## src/rtl/orb_pkg.sv

```systemverilog
// shared types and constants of the overwriting ring buffer
package orb_pkg;

	localparam int DEPTH_DEF       = 16;
	localparam int ENTRY_WIDTH_DEF = 32;

	localparam int WORD_W = 32;
	localparam int CAP_W  = 5;
	localparam int CNT_W  = 5;
	localparam int ADDR_W = 3;
	localparam int PDATA_W = 32;

	localparam logic [CAP_W-1:0] CAP_RESET = 5'd16;

	typedef enum logic [0:0] {
		REG_CAPACITY = 1'b0,
		REG_NONE     = 1'b1
	} reg_idx_t;

	typedef enum logic [1:0] {
		CMD_PUSH       = 2'd0,
		CMD_SHIFT      = 2'd1,
		CMD_ITER_START = 2'd2,
		CMD_ITER_NEXT  = 2'd3
	} cmd_t;

	typedef enum logic [0:0] {
		ST_IDLE = 1'b0,
		ST_EXEC = 1'b1
	} state_t;

endpackage

```

## src/rtl/overwriting_ring_buffer.sv

```systemverilog
// top level of the overwriting ring buffer
//
// A ring of capacity+1 slots in one synchronous RAM. A command is taken when
// start is high and busy is low; busy then stays high for exactly one cycle.
// The accept cycle reads the slot at the head or cursor (and a push writes
// its word at the tail), and the busy cycle uses the read data, writes back
// a cleared slot on shift or eviction and moves the pointers. The result
// word appears with done for one cycle, in the cycle after busy, while the
// next command can already be taken. The receiver cannot hold results off.
// No new command is taken while busy, since the RAM read is registered and
// the busy cycle holds the write-back. Writing the capacity register empties
// the ring; the user must write it only while the block is idle, and the
// block itself does not enforce this.
module overwriting_ring_buffer #(
	parameter int DEPTH       = orb_pkg::DEPTH_DEF,
	parameter int ENTRY_WIDTH = orb_pkg::ENTRY_WIDTH_DEF
) (
	input  logic                        clk,
	input  logic                        arst_n,
	input  logic                        start,
	input  logic [1:0]                  cmd,
	input  logic [orb_pkg::WORD_W-1:0]  entry_in,
	output logic                        busy,
	output logic                        done,
	output logic [orb_pkg::WORD_W-1:0]  entry_out,
	output logic                        found,
	output logic                        dropped,
	output logic [orb_pkg::CNT_W-1:0]   count,
	input  logic                        psel,
	input  logic                        penable,
	input  logic                        pwrite,
	input  logic [orb_pkg::ADDR_W-1:0]  paddr,
	input  logic [orb_pkg::PDATA_W-1:0] pwdata,
	output logic [orb_pkg::PDATA_W-1:0] prdata,
	output logic                        pready
);

	localparam int SLOTS = DEPTH + 1;
	localparam int PTR_W = $clog2(SLOTS);

	orb_pkg::state_t state_q, state_d;
	orb_pkg::cmd_t   cmd_s1;

	logic [orb_pkg::CAP_W-1:0] capacity_q;
	logic [PTR_W-1:0] head_q, tail_q, cursor_q;
	logic [PTR_W-1:0] head_d, tail_d, cursor_d;
	logic [PTR_W-1:0] cap_eff;
	logic [PTR_W-1:0] tail_bump, head_bump, cursor_bump;
	logic [PTR_W-1:0] held;

	logic accept, exec, cfg_wr;
	logic clr_s1;
	logic [ENTRY_WIDTH-1:0] value_d;
	logic found_d, dropped_d;

	logic                   ram_we, ram_re;
	logic [PTR_W-1:0]       ram_waddr, ram_raddr;
	logic [ENTRY_WIDTH-1:0] ram_wdata, ram_rdata;

	logic                        done_q, found_q, dropped_q;
	logic [orb_pkg::WORD_W-1:0]  entry_out_q;
	logic [orb_pkg::CNT_W-1:0]   count_q;

	assign accept = start && !busy;
	assign cfg_wr = psel && penable && pwrite && pready
		&& (orb_pkg::reg_idx_t'(paddr[2]) == orb_pkg::REG_CAPACITY);

	// effective capacity, clamped to 1..DEPTH
	always_comb begin
		if (capacity_q == '0) begin
			cap_eff = PTR_W'(1);
		end else if (32'(capacity_q) > 32'(DEPTH)) begin
			cap_eff = PTR_W'(DEPTH);
		end else begin
			cap_eff = PTR_W'(capacity_q);
		end
	end

	assign tail_bump   = (tail_q == cap_eff) ? '0 : tail_q + PTR_W'(1);
	assign head_bump   = (head_q == cap_eff) ? '0 : head_q + PTR_W'(1);
	assign cursor_bump = (cursor_q == cap_eff) ? '0 : cursor_q + PTR_W'(1);

	always_comb begin
		state_d = state_q;
		case (state_q)
			orb_pkg::ST_IDLE: begin
				if (accept) state_d = orb_pkg::ST_EXEC;
			end
			orb_pkg::ST_EXEC: begin
				state_d = orb_pkg::ST_IDLE;
			end
			default: begin
				state_d = orb_pkg::ST_IDLE;
			end
		endcase
	end

	always_comb begin
		busy = 1'b0;
		exec = 1'b0;
		case (state_q)
			orb_pkg::ST_IDLE: begin
				busy = 1'b0;
				exec = 1'b0;
			end
			orb_pkg::ST_EXEC: begin
				busy = 1'b1;
				exec = 1'b1;
			end
			default: begin
				busy = 1'b0;
				exec = 1'b0;
			end
		endcase
	end

	// write-back step, using the slot read at accept
	always_comb begin
		head_d    = head_q;
		tail_d    = tail_q;
		cursor_d  = cursor_q;
		value_d   = '0;
		found_d   = 1'b0;
		dropped_d = 1'b0;
		clr_s1    = 1'b0;
		case (cmd_s1)
			orb_pkg::CMD_PUSH: begin
				tail_d = tail_bump;
				if (tail_bump == head_q) begin
					value_d   = ram_rdata;
					head_d    = head_bump;
					dropped_d = 1'b1;
					clr_s1    = exec;
				end
			end
			orb_pkg::CMD_SHIFT: begin
				if (head_q != tail_q) begin
					value_d = ram_rdata;
					head_d  = head_bump;
					found_d = 1'b1;
					clr_s1  = exec;
				end
			end
			orb_pkg::CMD_ITER_START: begin
				cursor_d = head_q;
			end
			orb_pkg::CMD_ITER_NEXT: begin
				if (cursor_q != tail_q) begin
					value_d  = ram_rdata;
					cursor_d = cursor_bump;
					found_d  = 1'b1;
				end
			end
			default: begin
				head_d = head_q;
			end
		endcase
	end

	assign held = (tail_d >= head_d) ? (tail_d - head_d)
		: (cap_eff + PTR_W'(1) - head_d + tail_d);

	assign ram_we    = (accept && (cmd == orb_pkg::CMD_PUSH)) || clr_s1;
	assign ram_waddr = clr_s1 ? head_q : tail_q;
	assign ram_wdata = clr_s1 ? '0 : ENTRY_WIDTH'(entry_in);
	assign ram_re    = accept;
	assign ram_raddr = (cmd == orb_pkg::CMD_ITER_NEXT) ? cursor_q : head_q;

	orb_ram #(
		.WORDS  (SLOTS),
		.DATA_W (ENTRY_WIDTH),
		.AW     (PTR_W)
	) u_ram (
		.clk   (clk),
		.we    (ram_we),
		.waddr (ram_waddr),
		.wdata (ram_wdata),
		.re    (ram_re),
		.raddr (ram_raddr),
		.rdata (ram_rdata)
	);

	always_ff @(posedge clk or negedge arst_n) begin
		if (!arst_n) begin
			state_q    <= orb_pkg::ST_IDLE;
			capacity_q <= orb_pkg::CAP_RESET;
			head_q     <= '0;
			tail_q     <= '0;
			cursor_q   <= '0;
			done_q     <= 1'b0;
		end else begin
			state_q <= state_d;
			done_q  <= exec;
			if (cfg_wr) begin
				capacity_q <= pwdata[orb_pkg::CAP_W-1:0];
				head_q     <= '0;
				tail_q     <= '0;
				cursor_q   <= '0;
			end else if (exec) begin
				head_q   <= head_d;
				tail_q   <= tail_d;
				cursor_q <= cursor_d;
			end
		end
	end

	always_ff @(posedge clk) begin
		if (accept) begin
			cmd_s1 <= orb_pkg::cmd_t'(cmd);
		end
		if (exec) begin
			entry_out_q <= orb_pkg::WORD_W'(value_d);
			found_q     <= found_d;
			dropped_q   <= dropped_d;
			count_q     <= orb_pkg::CNT_W'(held);
		end
	end

	assign done      = done_q;
	assign entry_out = entry_out_q;
	assign found     = found_q;
	assign dropped   = dropped_q;
	assign count     = count_q;

	assign pready = 1'b1;
	assign prdata = (orb_pkg::reg_idx_t'(paddr[2]) == orb_pkg::REG_CAPACITY)
		? orb_pkg::PDATA_W'(capacity_q) : '0;

endmodule

```

## src/rtl/orb_ram.sv

```systemverilog
// slot memory: one write port, one registered read port
module orb_ram #(
	parameter int WORDS  = orb_pkg::DEPTH_DEF + 1,
	parameter int DATA_W = orb_pkg::ENTRY_WIDTH_DEF,
	parameter int AW     = $clog2(orb_pkg::DEPTH_DEF + 1)
) (
	input  logic              clk,
	input  logic              we,
	input  logic [AW-1:0]     waddr,
	input  logic [DATA_W-1:0] wdata,
	input  logic              re,
	input  logic [AW-1:0]     raddr,
	output logic [DATA_W-1:0] rdata
);

	logic [DATA_W-1:0] mem [WORDS];
	logic [DATA_W-1:0] rdata_q;

	always_ff @(posedge clk) begin
		if (we) begin
			mem[waddr] <= wdata;
		end
	end

	always_ff @(posedge clk) begin
		if (re) begin
			rdata_q <= mem[raddr];
		end
	end

	assign rdata = rdata_q;

endmodule

```

## config.mk

```make
export PLATFORM = sky130hd
export DESIGN_NAME = overwriting_ring_buffer
export DESIGN_NICKNAME = d
export VERILOG_FILES = /design/src/rtl/orb_pkg.sv /design/src/rtl/overwriting_ring_buffer.sv /design/src/rtl/orb_ram.sv
export SDC_FILE = /design/constraint.sdc
export NUM_CORES = 1
export LEC_CHECK = 0
export BUFFER_PORTS_ARGS = -buffer_cell sky130_fd_sc_hd__clkbuf_2
export CAP_MARGIN = 0
export CORE_MARGIN = 4
export CORE_UTILIZATION = 30
export CTS_BUF_LIST = sky130_fd_sc_hd__clkbuf_8
export DETAILED_ROUTE_END_ITERATION = 7
export GPL_TIMING_DRIVEN = 0
export HOLD_SLACK_MARGIN = 0.12
export MAX_ROUTING_LAYER = met4
export PLACE_DENSITY = 0.53
export SETUP_SLACK_MARGIN = 0.3
export SYNTH_ARGS = -nofsm -noshare
export SYNTH_HDL_FRONTEND = slang
export SYNTH_SLANG_ARGS = --single-unit
```

## constraint.sdc

```tcl
create_clock -name clk -period 5.6 [get_ports clk]
set_input_delay 0.28 -clock clk [delete_from_list [all_inputs] [get_ports clk]]
set_output_delay 0.28 -clock clk [all_outputs]
set_load 0.01 [all_outputs]
```

# Word level (Yosys, flattened, before mapping)
# Memory sizes are Yosys's and may differ from the RTL's. A register that Yosys moved wholly into a read port is not among the register bits.
# Cells that the tools add are included.
[word_totals]
regBits = 63
ram_bits = 544
inputBits = 75
output_inout_bits = 74
wordCells = 85
mem_count = 1
[op_classes]
addsub = 7
order_cmp = 2
eq_ne = 11
muxes = 38
bitwise = 2
reduce_logical = 13
[memory_table]
columns = ["memory", "words", "width", "read_ports", "rd_ports_with_merged_regs", "wr", "line", "rtl"]
rows = [
  ["u_ram.mem", 17, 32, 1, 1, 1, "orb_ram.sv:16", "logic [DATA_W-1:0] mem [WORDS];"],
]
[ops]
columns = ["op", "n"]
rows = [
  ["$mux W32", 4],
  ["$pmux W32 S3", 1],
  ["$mux W5", 19],
  ["$add A5 B1 Y5 const B", 4],
  ["$eq A5 B5 Y1", 4],
  ["$pmux W5 S2", 2],
  ["$ne A5 B5 Y1", 2],
  ["$sub A5 B5 Y5", 2],
  ["$mux W1", 8],
  ["$pmux W1 S2", 4],
  ["$eq A2 B2 Y1 const B", 3],
  ["$add A5 B5 Y5", 1],
  ["$ge A5 B5 Y1", 1],
  ["$gt A5 B5 Y1 const B", 1],
  ["$logic_and A1 B1 Y1", 5],
  ["$logic_not A5 Y1", 1],
  ["$logic_not A2 Y1", 2],
  ["$ne A3 B3 Y1 const B", 1],
  ["$reduce_and A3 Y1", 1],
  ["$reduce_bool A3 Y1", 1],
  ["$eq A2 B1 Y1 const B", 1],
  ["$not A1 Y1", 2],
  ["$reduce_bool A2 Y1", 1],
  ["$logic_not A1 Y1", 1],
  ["$logic_or A1 B1 Y1", 1],
]

# Logic depth before layout (Yosys ltp)
# Gate-level depths: netlist of run 1.
[logic_depth]
ltp_word = 11
depth_mapped = 19

# Hierarchy
# Synthesis of run 1 repeated with hierarchy kept, for this count alone.
[hier_totals]
hier_cells = 1385
hier_area_um2 = 26402.8
[by_module_without_submodules]
columns = ["mod", "instances", "cells_per_inst", "area_each_um2"]
rows = [
  ["orb_ram", 1, 913, 21923.5],
  ["overwriting_ring_buffer", 1, 472, 4479.3],
]

# Worst setup path after synthesis of run 1
# Ideal clock, no wire load.
[synth_timing]
path_kind = "register to register"
start = "register state_q"
end = "memory u_ram.mem[4][0] (netlist name), enable pin"
t_arrival_ns = 5.096
setup_slack_ns = 0.071
stages_incl_launch_ff = 8
n_path_buf = 0
synth_period_minus_slack_ns = 5.529
cell_sequence = "dfrtp_1 -> nor2b_1 -> nand2_1 -> nor2_1 -> nand2_1 -> o21ai_0 -> nand3_1 -> o22ai_1"
[synth_via]
elab_chain_len = 8
word_cells_on_any_way = 12
[synth_lines]
columns = ["element", "line", "rtl"]
rows = [
  ["from (decl)", "overwriting_ring_buffer.sv:41", "orb_pkg::state_t state_q, state_d;"],
  ["from (signal assigned)", "overwriting_ring_buffer.sv:185", "state_q <= orb_pkg::ST_IDLE;"],
  ["from (signal assigned)", "overwriting_ring_buffer.sv:192", "state_q <= state_d;"],
  ["$not A1 Y1", "--", ""],
  ["$pmux W1 S2 *", "overwriting_ring_buffer.sv:101", "case (state_q)"],
  ["$logic_not A1 Y1 *", "overwriting_ring_buffer.sv:64", "assign accept = start && !busy;"],
  ["$logic_and A1 B1 Y1 *", "overwriting_ring_buffer.sv:64", ""],
  ["via accept", "overwriting_ring_buffer.sv:51", "logic accept, exec, cfg_wr;"],
  ["$logic_and A1 B1 Y1 *", "overwriting_ring_buffer.sv:163", "assign ram_we = (accept && (cmd == orb_pkg::CMD_PUSH)) || clr_s1;"],
  ["$logic_or A1 B1 Y1 *", "overwriting_ring_buffer.sv:163", ""],
  ["$mux W1 *", "orb_ram.sv:20", "if (we) begin"],
  ["$mux W1 (implied by the code) *", "orb_ram.sv:21", "mem[waddr] <= wdata;"],
  ["to (decl)", "orb_ram.sv:16", ""],
]
# The timed path passes the listed nets; every way through them passes the cells marked *.

# Final worst setup path of run 1
[layout_timing]
start = "register capacity_q[4] (netlist name)"
end = "register count_q, in the netlist count[4] (data pin)"
[layout_via]
elab_chain_len = 11
word_cells_on_any_way = 19
[layout_lines]
columns = ["element", "line", "rtl"]
rows = [
  ["from (decl)", "overwriting_ring_buffer.sv:44", "logic [orb_pkg::CAP_W-1:0] capacity_q;"],
  ["from (signal assigned)", "overwriting_ring_buffer.sv:186", "capacity_q <= orb_pkg::CAP_RESET;"],
  ["from (signal assigned)", "overwriting_ring_buffer.sv:195", "capacity_q <= pwdata[orb_pkg::CAP_W-1:0];"],
  ["$gt A5 B5 Y1", "overwriting_ring_buffer.sv:72", "end else if (32'(capacity_q) > 32'(DEPTH)) begin"],
  ["$mux W5", "overwriting_ring_buffer.sv:72", ""],
  ["$mux W5 *", "overwriting_ring_buffer.sv:70", "if (capacity_q == '0) begin"],
  ["$eq A5 B5 Y1", "overwriting_ring_buffer.sv:79", "assign tail_bump = (tail_q == cap_eff) ? '0 : tail_q + PTR_W'(1);"],
  ["$mux W5", "overwriting_ring_buffer.sv:79", ""],
  ["$eq A5 B5 Y1", "overwriting_ring_buffer.sv:129", "if (tail_bump == head_q) begin"],
  ["$mux W5", "overwriting_ring_buffer.sv:129", ""],
  ["$pmux W5 S2", "overwriting_ring_buffer.sv:126", "case (cmd_s1)"],
  ["$sub A5 B5 Y5", "overwriting_ring_buffer.sv:161", ": (cap_eff + PTR_W'(1) - head_d + tail_d);"],
  ["$add A5 B5 Y5", "overwriting_ring_buffer.sv:161", ""],
  ["$mux W5 *", "overwriting_ring_buffer.sv:160", "assign held = (tail_d >= head_d) ? (tail_d - head_d)"],
  ["via held[4]", "overwriting_ring_buffer.sv:49", "logic [PTR_W-1:0] held;"],
  ["to (signal assigned)", "overwriting_ring_buffer.sv:215", "count_q <= orb_pkg::CNT_W'(held);"],
  ["to (decl)", "overwriting_ring_buffer.sv:62", "logic [orb_pkg::CNT_W-1:0] count_q;"],
]
# Marked as above.
# A chain may end at the register's enable or synchronous reset.

==> impl_metrics.env, run 1 <==
export IMPL_grt_pass1_vias=15350
export IMPL_htree_levels=3
export IMPL_timing_final_max_slew_violations=0
export IMPL_drv_cap=0
export IMPL_grt_max_degree=48
export IMPL_cts_tree="done"
export IMPL_cts_sinks=639
export IMPL_ys_ff_latch=639
export IMPL_p_per_area_nw_per_um2=414.0
export IMPL_crit_type="reg -> reg"
export IMPL_path_cells="buf_6, nand2b_1, buf_2, xnor2_2, o2111ai_2, mux2_4, o41a_1, buf_6, o31ai_1, a21bo_2, fa_1, inv_1, ha_1, a21o_1, a21oi_1, xnor2_1, mux2i_1, xor2_1"
export IMPL_fin_ws_ns=0.8171
export IMPL_final_nets=1905
export IMPL_crit_arrival_ns=5.23
export IMPL_clock_latency_ns=0.71
export IMPL_synth_main_ff_cell="edfxtp_1"
export IMPL_synth_area_top_cells="edfxtp_1 70%, mux4_2 11%, nand2_1 3.3%, dfrtp_1 2.0%, nor2b_1 1.8%"
export IMPL_syn_area_per_cell_um2=16.98
export IMPL_portBuffers=91
export IMPL_postCtsSetupBuffers=0
export IMPL_period_minus_slack_ns=4.783
export IMPL_viasPerCell=4.800
export IMPL_drtIter0Drc=1355
export IMPL_gp_congestion=0.8080
export IMPL_antenna_found_initial=2
export IMPL_netlist_instances=1548
export IMPL_synth_top_cell_area_share_pct=70.47
export IMPL_min_path_type="in -> reg"
export IMPL_synth_area_leader_cell="edfxtp_1"
export IMPL_die_area_um2=92430
export IMPL_max_vdd_ir_drop_mv=0.2145
export IMPL_rows=108
export IMPL_die_width_um=304.0
export IMPL_yosysWarnings=0
export IMPL_clk_pin_slew_worst_paths_ns=0.06
export IMPL_cts_max_path_buffers=3
export IMPL_cp_slowest_cell="dfstp_2"
export IMPL_area_growth_pct=18.46
export IMPL_seqCellArea_um2=19080
export IMPL_crit_path_start_kind="flop"
export IMPL_wire_per_inst_um=22.50
export IMPL_grt_first_pass_wirelength_um=101700
export IMPL_finalHoldViolCount=0
export IMPL_drive_gt1_share_pct=24.36
export IMPL_synth_edff_count=617
export IMPL_fill_cells=8265
export IMPL_grt_use_total_pct=15.15
export IMPL_rsz0062_at_grt="no"
export IMPL_place_ws_ns=0.8067
export IMPL_ant_nets=0
export IMPL_fin_crit_sh_pct=85.41
export IMPL_ys_seq_area_share_pct=72.57
export IMPL_ios=149
export IMPL_max_slew_margin_rel_pct=12.46
export IMPL_die_y_um=304.0
export IMPL_drc=0
export IMPL_num_vias=14670
export IMPL_cp_top_family="compound AO/OA/AOI/OAI gates"
export IMPL_outcome="finished, final reports clean"
export IMPL_fin_skew_ns=0.05138
export IMPL_routed_wl_um=68800
export IMPL_netlist_area_um2=26290
export IMPL_max_freq_mhz=209.1
export IMPL_gr_total_overflow=0
export IMPL_dr_pass1_iters=7
export IMPL_cts_root_buf="clkbuf_8"
export IMPL_dp_hpwl_um=43960
export IMPL_critPathRequiredTime_ns=6.05
export IMPL_yosys_cell_types_count=65
export IMPL_setup_viol=0
export IMPL_cts_made_buffers=109
export IMPL_leakagePower_nw=10.66
export IMPL_end_kind="flop"
export IMPL_async_flop_share_pct=3.443
export IMPL_worstMarginPinSlew_ns=1.310
export IMPL_multi_input_area_um2=6848
export IMPL_initial_core_util_pct=30.26
export IMPL_critPathBufInv=4
export IMPL_worstPathMaxFanout=10
export IMPL_cp_common_cell="buf_6"
export IMPL_slowest_delay_ns=0.56
export IMPL_core_area_um2=86890
export IMPL_hold_slack_ns=0.1920
-- state kept, by name, summed over array words and instances (netlist names) --
register and count:
cmd_s1 2, done 1, tail_q 5, found 1, state_q 1, cursor_q 5, head_q 5, count 5
entry_out 32, capacity_q 5, dropped 1, u_ram.mem 544, u_ram.rdata 32
-- metrics by stage --
step	cells	area, um2	TNS, ns	power [W]	util, %
2_1_floorplan	1574	26390	0	0.008019	-
3_3_place_gp	2820	28290	-1888.22	0.008955	32.56
3_5_place_dp	2841	28950	0	0.009057	33.32
4_1_cts	3055	31130	0	0.01306	35.83
5_1_grt	3057	31140	0	0.01358	35.84
6_report	3057	31140	0	0.01289	35.84
-- final timing paths --
| kind | cells after the start | slack [ns] | end | startpoint |
|---|---|---|---|---|
| hold reg to reg | 2 | 0.50 | u_ram.rdata[31] | u_ram.mem[16][31] |
| min in group asynchronous | 3 | 0.50 | head_q[4] | arst_n |
| max in group asynchronous | 4 | 3.31 | state_q | arst_n |
| hold / removal | 2 | 0.19 | u_ram.mem[15][17] | entry_in[17] |
| setup / recovery | 18 | 0.82 | count[4] | capacity_q[4] |
| setup reg to reg | 18 | 0.82 | count[4] | capacity_q[4] |
-- power by group --
part	internal [W]	total (W)	switching, W	leakage (nW)
Clock	0.00207	0.00395	0.00189	1.15
Combinational	0.00138	0.00326	0.00189	3.61
Sequential	0.00559	0.00567	0.0000896	5.89
-- placed cells by master, fill, tap and decap left out, drive strengths merged, types with 4 or more instances in the layout --
cell type / Yosys / routed
mux4: 128 / 128
o21ai: 79 / 79
xnor2: 14 / 14
mux2i: 8 / 8
mux2: 5 / 5
nand2b: 7 / 7
a21o: 5 / 5
a31oi: 5 / 5
o31ai: 5 / 5
edfxtp: 617 / 617
nand2: 230 / 230
bufinv: 0 / 5
clkinv: 0 / 46
ha: 12 / 12
nor3: 9 / 9
xor2: 17 / 17
conb: 2 / 28
nand3: 49 / 49
nor2: 29 / 29
fa: 5 / 5
nor2b: 74 / 74
clkbuf: 60 / 262
a22o: 5 / 5
inv: 22 / 56
a21oi: 15 / 15
o22ai: 18 / 18
dfrtp: 21 / 21
nor4: 4 / 4
buf: 59 / 81
a211oi: 4 / 4
dlygate4sd3: 0 / 15
-- routing by layer --
layer	global-route usage (%)	up-vias	part of all wire (%)
li1	-	6464	-
met1	19.70	7607	43
met2	24.43	485	49
met3	3.271	117	6.0
met4	3.665	0	2.0
met5	-	-	0
-- logic make-up after synthesis --
group,share of synthesized area [%]
flip-flops,72.57
AND/OR/NAND/NOR,7.477
AO/OA/AOI/OAI,3.788
multiplexers,11.50
buffers and inverters,2.622
XOR/XNOR,1.061
adder cells (fa/ha/maj),0.9518
other,0.02857
-- cells in the mapped netlist, types with 3 or more instances --
cell	count
a211oi_1	4
a21o_1	5
a21oi_1	15
a22o_1	5
a31oi_1	5
buf_1	7
buf_2	20
buf_4	28
buf_6	4
clkbuf_1	60
dfrtp_1	21
edfxtp_1	617
fa_1	5
ha_1	12
inv_1	22
mux2_2	4
mux2i_1	8
mux4_2	128
nand2_1	230
nand2b_1	7
nand3_1	49
nand3b_1	3
nor2_1	29
nor2b_1	74
nor3_1	8
o21ai_0	79
o22ai_1	18
o31ai_1	5
or3_1	3
xnor2_1	13
xor2_1	17
-- final cells by class --
cell class	instances	share of cell area (%)
Buffer	119	1.948
Inverter	22	0.2652
Timing Repair Buffer	128	3.351
Clock buffer	111	4.905
Tap cell	1155	4.640
Antenna cell	1	0.008035
Multi-Input combinational cell	794	21.99
Sequential cell	639	61.28
Clock inverter	88	1.619
-- repair_timing --
item                                   CTS  global route
resized for setup                        0             0
hold buffers                            15             0
setup endpoints to repair                0             0
endpoints found under the hold margin   52             0
Power figures use the tool's default switching activity.
==> inputs of run 2 (changes only) <==
- PLACE_DENSITY: 0.53 -> 0.56
==> run 2 against run 1 <==
Total power is 0.69% lower. Clock-buffer cell count shrank 5. Combinational power about the same. Worst hold slack lost 0.025 ns. Largest power group unchanged. Highest routed layer unchanged.
==> impl_metrics.env, run 2 (same netlist as run 1, synthesis figures left out) <==
export IMPL_outcome="finished, final reports clean"
export IMPL_gr_total_overflow=0
export IMPL_ant_nets=0
export IMPL_drive_gt1_share_pct=24.60
export IMPL_dr_pass1_iters=5
export IMPL_p_per_area_nw_per_um2=410.0
export IMPL_period_minus_slack_ns=4.862
export IMPL_worstMarginPinSlew_ns=1.322
export IMPL_viasPerCell=4.825
export IMPL_max_slew_margin_rel_pct=9.377
export IMPL_cts_max_path_buffers=3
export IMPL_cts_resized=0
export IMPL_timing_final_max_slew_violations=0
export IMPL_combPwrFrac_pct=25.4
export IMPL_grt_pass1_vias=15250
export IMPL_ios=149
export IMPL_core_area_um2=86890
export IMPL_final_common_cell="edfxtp_1"
export IMPL_largest_reg_flops=544
export IMPL_wire_per_inst_um=22.49
export IMPL_critPathRequiredTime_ns=6.05
export IMPL_fin_skew_ns=0.02593
export IMPL_crit_arrival_ns=5.32
export IMPL_regMostFlops="u_ram.mem"
export IMPL_layout_common_cells="617 x edfxtp_1, 230 x nand2_1, 128 x mux4_2"
export IMPL_gp_congestion=0.8090
export IMPL_antenna_found_initial=3
export IMPL_cts_made_buffers=105
export IMPL_dp_hpwl_um=44180
export IMPL_pwr_share_clk_pct=30.3
export IMPL_cts_sinks=639
export IMPL_leakagePower_nw=10.70
export IMPL_crit_type="reg -> reg"
export IMPL_fin_crit_sh_pct=86.83
export IMPL_setup_viol=0
export IMPL_drv_cap=0
export IMPL_drtIter0Drc=1460
export IMPL_max_freq_mhz=205.7
export IMPL_cts_tree="done"
export IMPL_grt_first_pass_wirelength_um=101500
export IMPL_power_frac_seq_pct=44.4
export IMPL_routed_wl_um=68630
export IMPL_end_kind="flop"
export IMPL_grt_max_degree=48
export IMPL_cts_root_buf="clkbuf_8"
export IMPL_total_power_w=0.01280
export IMPL_die_width_um=304.0
export IMPL_grt_use_total_pct=15.11
export IMPL_clock_latency_ns=0.72
export IMPL_p_sw_share_pct=30.28
export IMPL_fill_cells=8141
export IMPL_p_sw_w=0.003876
export IMPL_die_y_um=304.0
export IMPL_portBuffers=91
export IMPL_num_vias=14730
export IMPL_p_int_w=0.008927
export IMPL_drc=0
export IMPL_worstPathMaxFanout=10
export IMPL_rows=108
export IMPL_dp_cells=2844
export IMPL_crit_path_start_kind="flop"
export IMPL_finalInstanceArea_um2=31220
export IMPL_rsz0062_at_grt="no"
export IMPL_initial_core_util_pct=30.26
export IMPL_instances_no_fill=3052
export IMPL_postCtsSetupBuffers=0
export IMPL_final_core_util_pct=35.93
export IMPL_htree_levels=3
export IMPL_max_vdd_ir_drop_mv=0.1793
export IMPL_clk_pin_slew_worst_paths_ns=0.06
export IMPL_min_path_type="in -> reg"
export IMPL_area_growth_pct=18.76
export IMPL_finalHoldViolCount=0
export IMPL_die_area_um2=92430
export IMPL_final_nets=1904
export IMPL_placed_area_um2=29090
==> run 2: cell types whose count changed in the layout (fill, tap and decap cells not counted), sizes merged <==
cell,delta
buf,+2
bufinv,-1
inv,+5
clkinvlp,-2
diode,+2
clkinv,-7
dlygate4sd3,+1
clkbuf,-5
==> run 2: final cells by class <==
type                    count  area, um2  area share, %
repair buffers            131       1186          3.799
clock buffers             106       1459          4.673
multi-input cells         794       6848          21.93
flip-flops and latches    639      19080          61.12
clock inverters            83      504.2          1.615
well taps                1155       1445          4.629
plain buffers             119      606.8          1.944
diodes                      3      7.507        0.02404
inverters                  22      82.58         0.2645
==> run 2: timing repair <==
action / in CTS / in global routing
hold buffers: 16 / 0
setup endpoints to repair: 0 / 0
endpoints found under the hold margin: 101 / 0
==> run 2: final timing paths <==
check	startpoint	end	slack [ns]	depth (start not counted)
worst max-delay path	capacity_q[4]	count[4]	0.74	18
worst min-delay path	entry_in[13]	u_ram.mem[14][13]	0.17	2
worst max register to register	capacity_q[4]	count[4]	0.74	18
worst min register to register	u_ram.mem[16][6]	u_ram.rdata[6]	0.52	2
max in group asynchronous	arst_n	state_q	3.62	4
min in group asynchronous	arst_n	cursor_q[1]	0.56	3
==> run 2: layer usage <==
metal  vias to the layer above  part of all wire (%)  track usage, %
met5                         -                     0               -
met4                         0                   2.5           4.039
met3                       135                   6.8           3.104
met2                       576                    47           23.35
met1                      7554                    44           20.47
li1                       6460                     -               -
==> run 2: per-stage QoR <==
step	TNS, ns	worst slack, ns	hold WS, ns
2_1_floorplan	0	0.7604	-0.01559
3_3_place_gp	-1905.75	-3.785	0.3500
3_5_place_dp	0	0.8013	0.3454
4_1_cts	0	0.8174	0.1248
5_1_grt	0	0.5309	0.1431
6_report	0	0.7378	0.1667
==> run 2: worst max-delay path, stage by stage (launching register included) <==
cell       delay, ns
dfstp_2         0.56
buf_6           0.15
nand2b_1        0.11
buf_2           0.20
xnor2_2         0.15
o2111ai_2       0.17
mux2_4          0.37
o41ai_4         0.55
nand2b_1        0.22
mux2i_1         0.42
ha_1            0.36
nor2b_1         0.14
o21ai_0         0.24
nand3b_1        0.12
a21o_1          0.18
a21o_1          0.17
clkbuf_1        0.18
mux2i_1         0.16
xor2_1          0.16
==> run 2: power by group through the flow <==
stage	logic (W)	registers, W	clock network [W]
floorplan	0.00225	0.00576	0
global placement	0.00317	0.00579	0
detailed placement	0.00328	0.00578	0
CTS	0.00330	0.00568	0.00399
global route	0.00358	0.00570	0.00421
finish	0.00325	0.00568	0.00387
